### src/sv/cansd_ram.sv
`timescale 1ns / 1ps

module cansd_ram #(
   parameter int WIDTH = 8,
   parameter int DEPTH = 16,
   localparam int AW = (DEPTH > 1) ? $clog2(DEPTH) : 1
) (
   input  logic             clock,
   input  logic             wr_en,
   input  logic [AW-1:0]    wr_addr,
   input  logic [WIDTH-1:0] wr_data,
   input  logic             rd_en,
   input  logic [AW-1:0]    rd_addr,
   output logic [WIDTH-1:0] rd_data_ff
);

   logic [WIDTH-1:0] mem_ff [DEPTH];

   always_ff @(posedge clock) begin
      if (wr_en) begin
         mem_ff[wr_addr] <= wr_data;
      end
      if (rd_en) begin
         rd_data_ff <= mem_ff[rd_addr];
      end
   end

endmodule

### config.mk
export PLATFORM = sky130hd
export DESIGN_NAME = cansd_ram
export DESIGN_NICKNAME = d
export VERILOG_FILES = /design/src/sv/cansd_ram.sv
export SDC_FILE = /design/constraint.sdc
export NUM_CORES = 1
export LEC_CHECK = 0
export ABC_AREA = 1
export BUFFER_PORTS_ARGS = -buffer_cell sky130_fd_sc_hd__buf_2
export CAP_MARGIN = 25
export CORE_MARGIN = 5
export CORE_UTILIZATION = 50
export CTS_CLUSTER_SIZE = 14
export DETAILED_ROUTE_END_ITERATION = 16
export HOLD_SLACK_MARGIN = 0.03
export PLACE_DENSITY = 0.77
export SLEW_MARGIN = 10
export SYNTH_ARGS = -nofsm -noshare
export SYNTH_HDL_FRONTEND = slang
export SYNTH_SLANG_ARGS = --single-unit
### constraint.sdc
create_clock -name clock -period 1.7 [get_ports clock]
set_clock_uncertainty 0.2 [all_clocks]
set_input_delay 0.17 -clock clock [delete_from_list [all_inputs] [get_ports clock]]
set_output_delay 0.17 -clock clock [all_outputs]
set_load 0.02 [all_outputs]
[Word-level counts from Yosys, hierarchy flattened]
Memory sizes are Yosys's and may differ from the RTL's. A register that Yosys moved wholly into a read port is not among the register bits.
Cells that the tools add are included.
Word-level totals
  memory bits (writable): 128
  flip-flop bits (word level): 0
  bits in latches: 0
  bits in read-only memories: 0
  memories kept: 1
  word-level logic and storage cells: 3
  output and inout bits: 8
  input port bits: 19
Operators by class
  reductions and logical operators: 0
  shift-type cells: 0
  equal/unequal tests: 0
  mux-type cells: 2
  bitwise gates (word level): 0
  order comparisons: 0
  multipliers: 0
  $add $sub $neg: 0
  div/mod/pow operators: 0
Memories
  mem_ff: depth 16, width 8, read ports 1, clocked after Yosys merged registers in 1, wr ports 1, line 17  | logic [WIDTH-1:0] mem_ff [DEPTH];
Operators by type and width (count)
  1-bit 2-to-1 mux: 2

[Depth between registers and ports, before layout]
Gate-level depths: netlist (run 1).
  word-level depth: 2
  depth in mapped cells: 8
  gate-level depth less buffers: 7

[Worst setup path after synthesis (run 1)]
Ideal clock, no wire load.
  kind: input to register
  from: input port wr_addr[2]
  to: memory mem_ff[10][0] (enable)
  path buffers: 0
  arrival time: 0.751 ns
  path slack: 0.379 ns
  cell stages on the path: 2
  required time: 1.130 ns
  path through: nand3b_1 -> nor2_1
RTL lines
  start, declared: line 10  | input logic [AW-1:0] wr_addr,
  end, declared: line 17
Straight into the memory's write port.

==> results.md, run 1 <==
* Min-Delay Path Class: input port to flip-flop
* Final setup vio count at 0
* Std-Cell Rows at 39
* Max rail drop VDD at between 0.6 and 0.7 mV
* First-pass DRT Iterations at 5
* Crit path max-delay family: buffers and inverters
* Vias/cell at 5.37
* Footprint of the multi-input gates at 1210 sq um
* Mean area per synthesized cell at 10.6 sq um
* Yosys cell types at 11
* CP arrival at 1.33 ns
* Post-layout min period at around 1.4 ns
* Starting DRT DRC Count at around 440
* H-Tree Depth at 4
* Core area at between 10000 and 15000 sq um
* Tcrit/Tclk final at 0.810
* NumNets Final at 625
* Fin Setup TNS at 0 ns
* I/O pins at 27
* Reg power frac at 0.475
* Die area at 14000 sq um
* Peak Freq at 726 MHz
* Pwr/cell area at around 1200 nW/um^2
* CP required at between 1.5 and 2 ns
* Ratio of cells with drive above 1 in the final layout at 0.125
* Crit-path max cell delay at 0.52 ns
* Max-cap violation count at 0
* Via Count at 4083
* Fin. max-slew vios at 0
* Starting Density at 0.512
* Worst Tran Pin Value at between 0.5 and 0.6 ns
* ANT nets after route at 0
* Post-CTS sizing at 0
* Bufs and invs on worst path at 3
* Final routed DRC violation total at 0
* Net Sw Frac at 0.207
* Worst-path maximum fanout at 9
* Total internal power at between 6 and 7 mW
* Slowest cell on crit path: dlygate4sd3_1
* Vias in the first global route at 4079
* Clock Pin Slew Worst Setup and Hold Paths at 0.06 ns
* Total CTS buffers at 17
* GRT Overall Usage at 0.205
* Die Ht at between 100 and 150 microns
* Antenna Cells at 0
* Crit-path cells: dlygate4sd3_1, buf_2, inv_1, nand3_1, nand2_1
* Fillers at 898
* Final Hold Vio Count at 0
* Clock power share at 0.462
* Final WL at roughly 14000 microns
* Slew margin rel. at 0.609
* Seq/Total Area, Yosys at 0.698
* Static leakage at ~3 nW
* Worst-skew pair later-pin latency at 0.41 ns
* Yosys Warn Count at 0
* Die W at roughly 120 microns
* Critical path class: input port to flip-flop
* WL/cell at approximately 18 microns
* Run status: finished clean
* Area added between synthesis and finish at 18.0%
* Initial antenna violation count at 0
* I/O Buffers at 26
* RSZ-0062 raised after global routing: no
* Yosys reg bits at around 140
* Combinational power share at 0.063
* Syn Inst Count at between 500 and 600
* Largest net degree at the start of global routing at 65
* Net switching power at around 1.7 mW
* Crit. End Element: flip-flop
* Global-route wire length before repair at roughly 22000 microns
* HPWL Detailed at approximately 8300 microns
* CTS sink cnt at 136
* CTS tree: done
* Remaining Overflow, GRT at 0
* Synthesized Nets at 570
* Worst Setup Start Kind: input port
* Hold slack at approximately 0.063 ns
* Cell Area, Synth at roughly 6000 sq um
* GPL Wtd Cong at a little under 0.9
* CTS root buffer: clkbuf_16
* Seq. cell area at about 4000 sq um
* CTS max path bufs at 2
## power groups by stage
stage | Combinational (mW) | Clock [mW] | Sequential (mW)
2_1_floorplan | 0.265 | 0 | 3.89
3_3_place_gp | 0.462 | 0 | 3.87
3_5_place_dp | 0.479 | 0 | 3.87
4_1_cts | 0.503 | 3.73 | 3.80
5_1_grt | 0.556 | 3.89 | 3.81
6_report | 0.506 | 3.70 | 3.80
## worst min-delay path, delay by kind of cell
kind,cells,cell delay [ns]
buffers and inverters,1,0.13
AND/OR/NAND/NOR,3,0.26
## layer usage
layer  GRT usage  share of wire  vias to the layer above
met5           0              0                        -
met4      0.0946          0.025                        0
met3      0.0535          0.081                       23
met2       0.312           0.47                      190
met1       0.277           0.42                     1978
li1            -              -                     1892
## cell type report
cell class                      instances  share of cell area
Sequential cell                       136               0.592
Multi-Input combinational cell        289               0.176
Timing Repair Buffer                   60              0.0649
Clock buffer                           19              0.0628
Inverter                              102              0.0555
Tap cell                              143              0.0259
Clock inverter                         12              0.0229
## logic make-up (layout without fill, tap and decap cells)
group | Yosys count | in the layout | share of synthesized area
simple gates | 289 | 289 | 0.208
flops | 136 | 136 | 0.698
buf+inv | 126 | 193 | 0.0939
## worst paths after layout
check / start / slack, ns / cells past startpoint / endpoint
worst min register to register: mem_ff[9][4]$_DFFE_PP_ / 0.57 / 6 / rd_data_ff[4]$_DFFE_PP_
worst max-delay path: rd_addr[3] / 0.32 / 5 / rd_data_ff[0]$_DFFE_PP_
worst max register to register: mem_ff[11][1]$_DFFE_PP_ / 0.34 / 6 / rd_data_ff[1]$_DFFE_PP_
worst min-delay path: rd_addr[2] / 0.06 / 4 / rd_data_ff[5]$_DFFE_PP_
## flip-flops by register name (all words and copies together), names as in the netlist
signal and cells:
mem_ff 128, rd_data_ff 8
## synthesized netlist by cell type
cell type | n | area share
buf_6 | 6 | 0.012
buf_2 | 13 | 0.011
nand3b_1 | 2 | 0.0026
nand3_1 | 97 | 0.083
inv_1 | 100 | 0.064
nor2_1 | 17 | 0.011
buf_1 | 1 | 0.00064
edfxtp_1 | 136 | 0.70
buf_4 | 4 | 0.0051
inv_2 | 2 | 0.0013
nand2_1 | 173 | 0.11
## through the flow
| stage | cells | utilization | total power [mW] | setup WS, ns | instance area [sq um] |
|---|---|---|---|---|---|
| after floorplan | 551 | - | 4.15 | 0.379 | 5850 |
| after global placement | 720 | 0.544 | 4.33 | 0.167 | 6210 |
| after detailed placement | 720 | 0.544 | 4.35 | 0.114 | 6210 |
| after CTS | 761 | 0.604 | 8.04 | 0.303 | 6900 |
| after global routing | 761 | 0.604 | 8.25 | 0.272 | 6900 |
| final | 761 | 0.604 | 8.01 | 0.322 | 6900 |
## placed cells by master, fill, tap and decap left out
cell	n
nand2_1	173
edfxtp_1	136
inv_1	100
nand3_1	97
buf_2	26
buf_4	21
nor2_1	17
clkbuf_16	17
dlygate4sd3_1	10
bufinv_16	4
clkinv_1	4
clkinv_2	3
buf_12	3
inv_2	2
nand3b_1	2
clkbuf_1	2
clkinvlp_4	1
## repair_timing
action / CTS / global route
hold buffers: 10 / 0
endpoints found under the hold margin: 138 / 0
endpoints found under the setup margin: 0 / 0
buffers inserted: 0 / 0
(Power assumes the default switching activity.)
==> run 2, diff against run 1 <==
==> constraint.sdc (replaced) <==
create_clock -name clock -period 1.3 [get_ports clock]
set_clock_uncertainty 0.2 [all_clocks]
set_input_delay 0.13 -clock clock [delete_from_list [all_inputs] [get_ports clock]]
set_output_delay 0.13 -clock clock [all_outputs]
set_load 0.02 [all_outputs]
==> results.md, run 2 (synthesis gave the netlist of run 1 again) <==
* Area added between synthesis and finish at 20.9%
* Worst-path maximum fanout at 1
* Commonest non-fill, non-tap cell in the layout: nand2_1
* GRT Overall Usage at 0.199
* Die W at between 100 and 150 microns
* Run status: finished with violations
* Static leakage at roughly 3 nW
* CP required at 0.97 ns
* Tcrit/Tclk final at 1.03
* Violated checks: negative setup slack
* CP arrival at about 1.0 ns
* Hold slack at between 0.06 and 0.07 ns
* Remaining Overflow, GRT at 0
* Worst Tran Pin Value at between 0.5 and 0.6 ns
* Final setup vio count at 8
* Starting DRT DRC Count at between 400 and 500
* Std-Cell Rows at 39
* Fin. max-slew vios at 0
* Clock Pin Slew Worst Setup and Hold Paths at ~0.060 ns
* HPWL Detailed at approximately 8100 microns
* NumNets Final at roughly 630
* Core area at 11400 sq um
* Total CTS buffers at 17
* Crit path max-delay family: flip-flops
* Crit-path max cell delay at approximately 0.43 ns
* Via Count at around 4100
* Placed instance area at 6240 sq um
* Place WS at -0.265 ns
* Bufs and invs on worst path at 1
* Global-route wire length before repair at ~21000 microns
* Total power at 10.3 mW
* H-Tree Depth at 4
* Ratio of cells with drive above 1 in the final layout at 0.176
* Fin Setup TNS at -0.110 ns
* Final Hold Vio Count at 0
* ANT nets after route at 0
* I/O Buffers at 26
* Final routed DRC violation total at 0
* Min-Delay Path Class: input port to flip-flop
* Vias/cell at between 5 and 6
* Worst Setup Start Kind: flip-flop
* Slack of the critical path at -0.0411 ns
* Die Ht at around 120 microns
* CTS tree: done
* Largest register FFs at between 100 and 150
* Slew margin rel. at 0.602
* GPL Wtd Cong at between 0.8 and 0.9
* Most frequent cells in the layout: nand2_1 (172), edfxtp_1 (136), inv_1 (98), nand3_1 (71), nand3_2 (26)
* I/O pins at 27
* Critical path class: flip-flop to primary output
* Largest net degree at the start of global routing at 33
* Max rail drop VDD at approximately 1 mV
* Crit. End Element: primary output
* Biggest regs: mem_ff (128), rd_data_ff (8)
* Most flops, register: mem_ff
* Die area at roughly 14000 sq um
* Worst R2R Setup Slack at -0.01 ns
* Pwr/cell area at around 1500 nW/um^2
* Antenna Cells at 0
* Post-route design area at roughly 7100 sq um
* CTS sink cnt at around 140
* WL/cell at 17.4 microns
* Vias in the first global route at 4061
* Starting Density at 0.512
* CTS max path bufs at 2
* First-pass DRT Iterations at 6
* Initial antenna violation count at 0
* Max-cap violation count at 0
* Worst-skew pair later-pin latency at about 0.42 ns
* Slowest cell on crit path: edfxtp_1
* Crit-path cells: buf_6
* Final WL at ~13000 microns
* CTS root buffer: clkbuf_16
* RSZ-0062 raised after global routing: yes
* Post-layout min period at between 1 and 1.5 ns
* Peak Freq at between 700 and 800 MHz
## run 2: repair_timing
item,in CTS,in global routing
cloned,0,0
pin swaps,8,11
setup endpoints to repair,9,14
setup buffers,0,0
hold buffers,9,0
resized for setup,21,20
endpoints found under the hold margin,136,0
## run 2: metrics by stage
step | util | std cells
3_5_place_dp | 0.547 | 723
4_1_cts | 0.612 | 763
2_1_floorplan | - | 551
5_1_grt | 0.619 | 763
6_report | 0.619 | 763
3_3_place_gp | 0.547 | 723
## run 2: area by class of cell
class,count,area [sq um]
repair buffers,62,510
well taps,143,179
fillers,862,4350
flip-flops and latches,136,4080
clock inverters,11,131
inverters,102,383
clock buffers,20,437
multi-input cells,289,1350
## run 2: per-layer routing
layer / share of wire / routed length [microns] / global-route usage / up-vias
met4: 0.025 / 337 / 0.0946 / 0
met3: 0.092 / 1220 / 0.0611 / 28
li1: - / - / - / 1895
met1: 0.40 / 5390 / 0.261 / 1924
met2: 0.48 / 6360 / 0.303 / 223
met5: 0 / 0 / 0 / -
## run 2: final timing paths
check,cells after the start,start,endpoint
max,1,rd_data_ff[2]$_DFFE_PP_,rd_data_ff[2]
min,4,rd_addr[3],rd_data_ff[4]$_DFFE_PP_
max reg2reg,6,mem_ff[1][6]$_DFFE_PP_,rd_data_ff[6]$_DFFE_PP_
min reg2reg,6,mem_ff[4][5]$_DFFE_PP_,rd_data_ff[5]$_DFFE_PP_
## run 2: power by group
| group | internal (mW) | switching [mW] | leakage, nW |
|---|---|---|---|
| Clock | 2.96 | 1.65 | 0.272 |
| Combinational | 0.244 | 0.483 | 1.55 |
| Sequential | 4.94 | 0.0304 | 1.24 |
| Total | 8.15 | 2.16 | 3.06 |
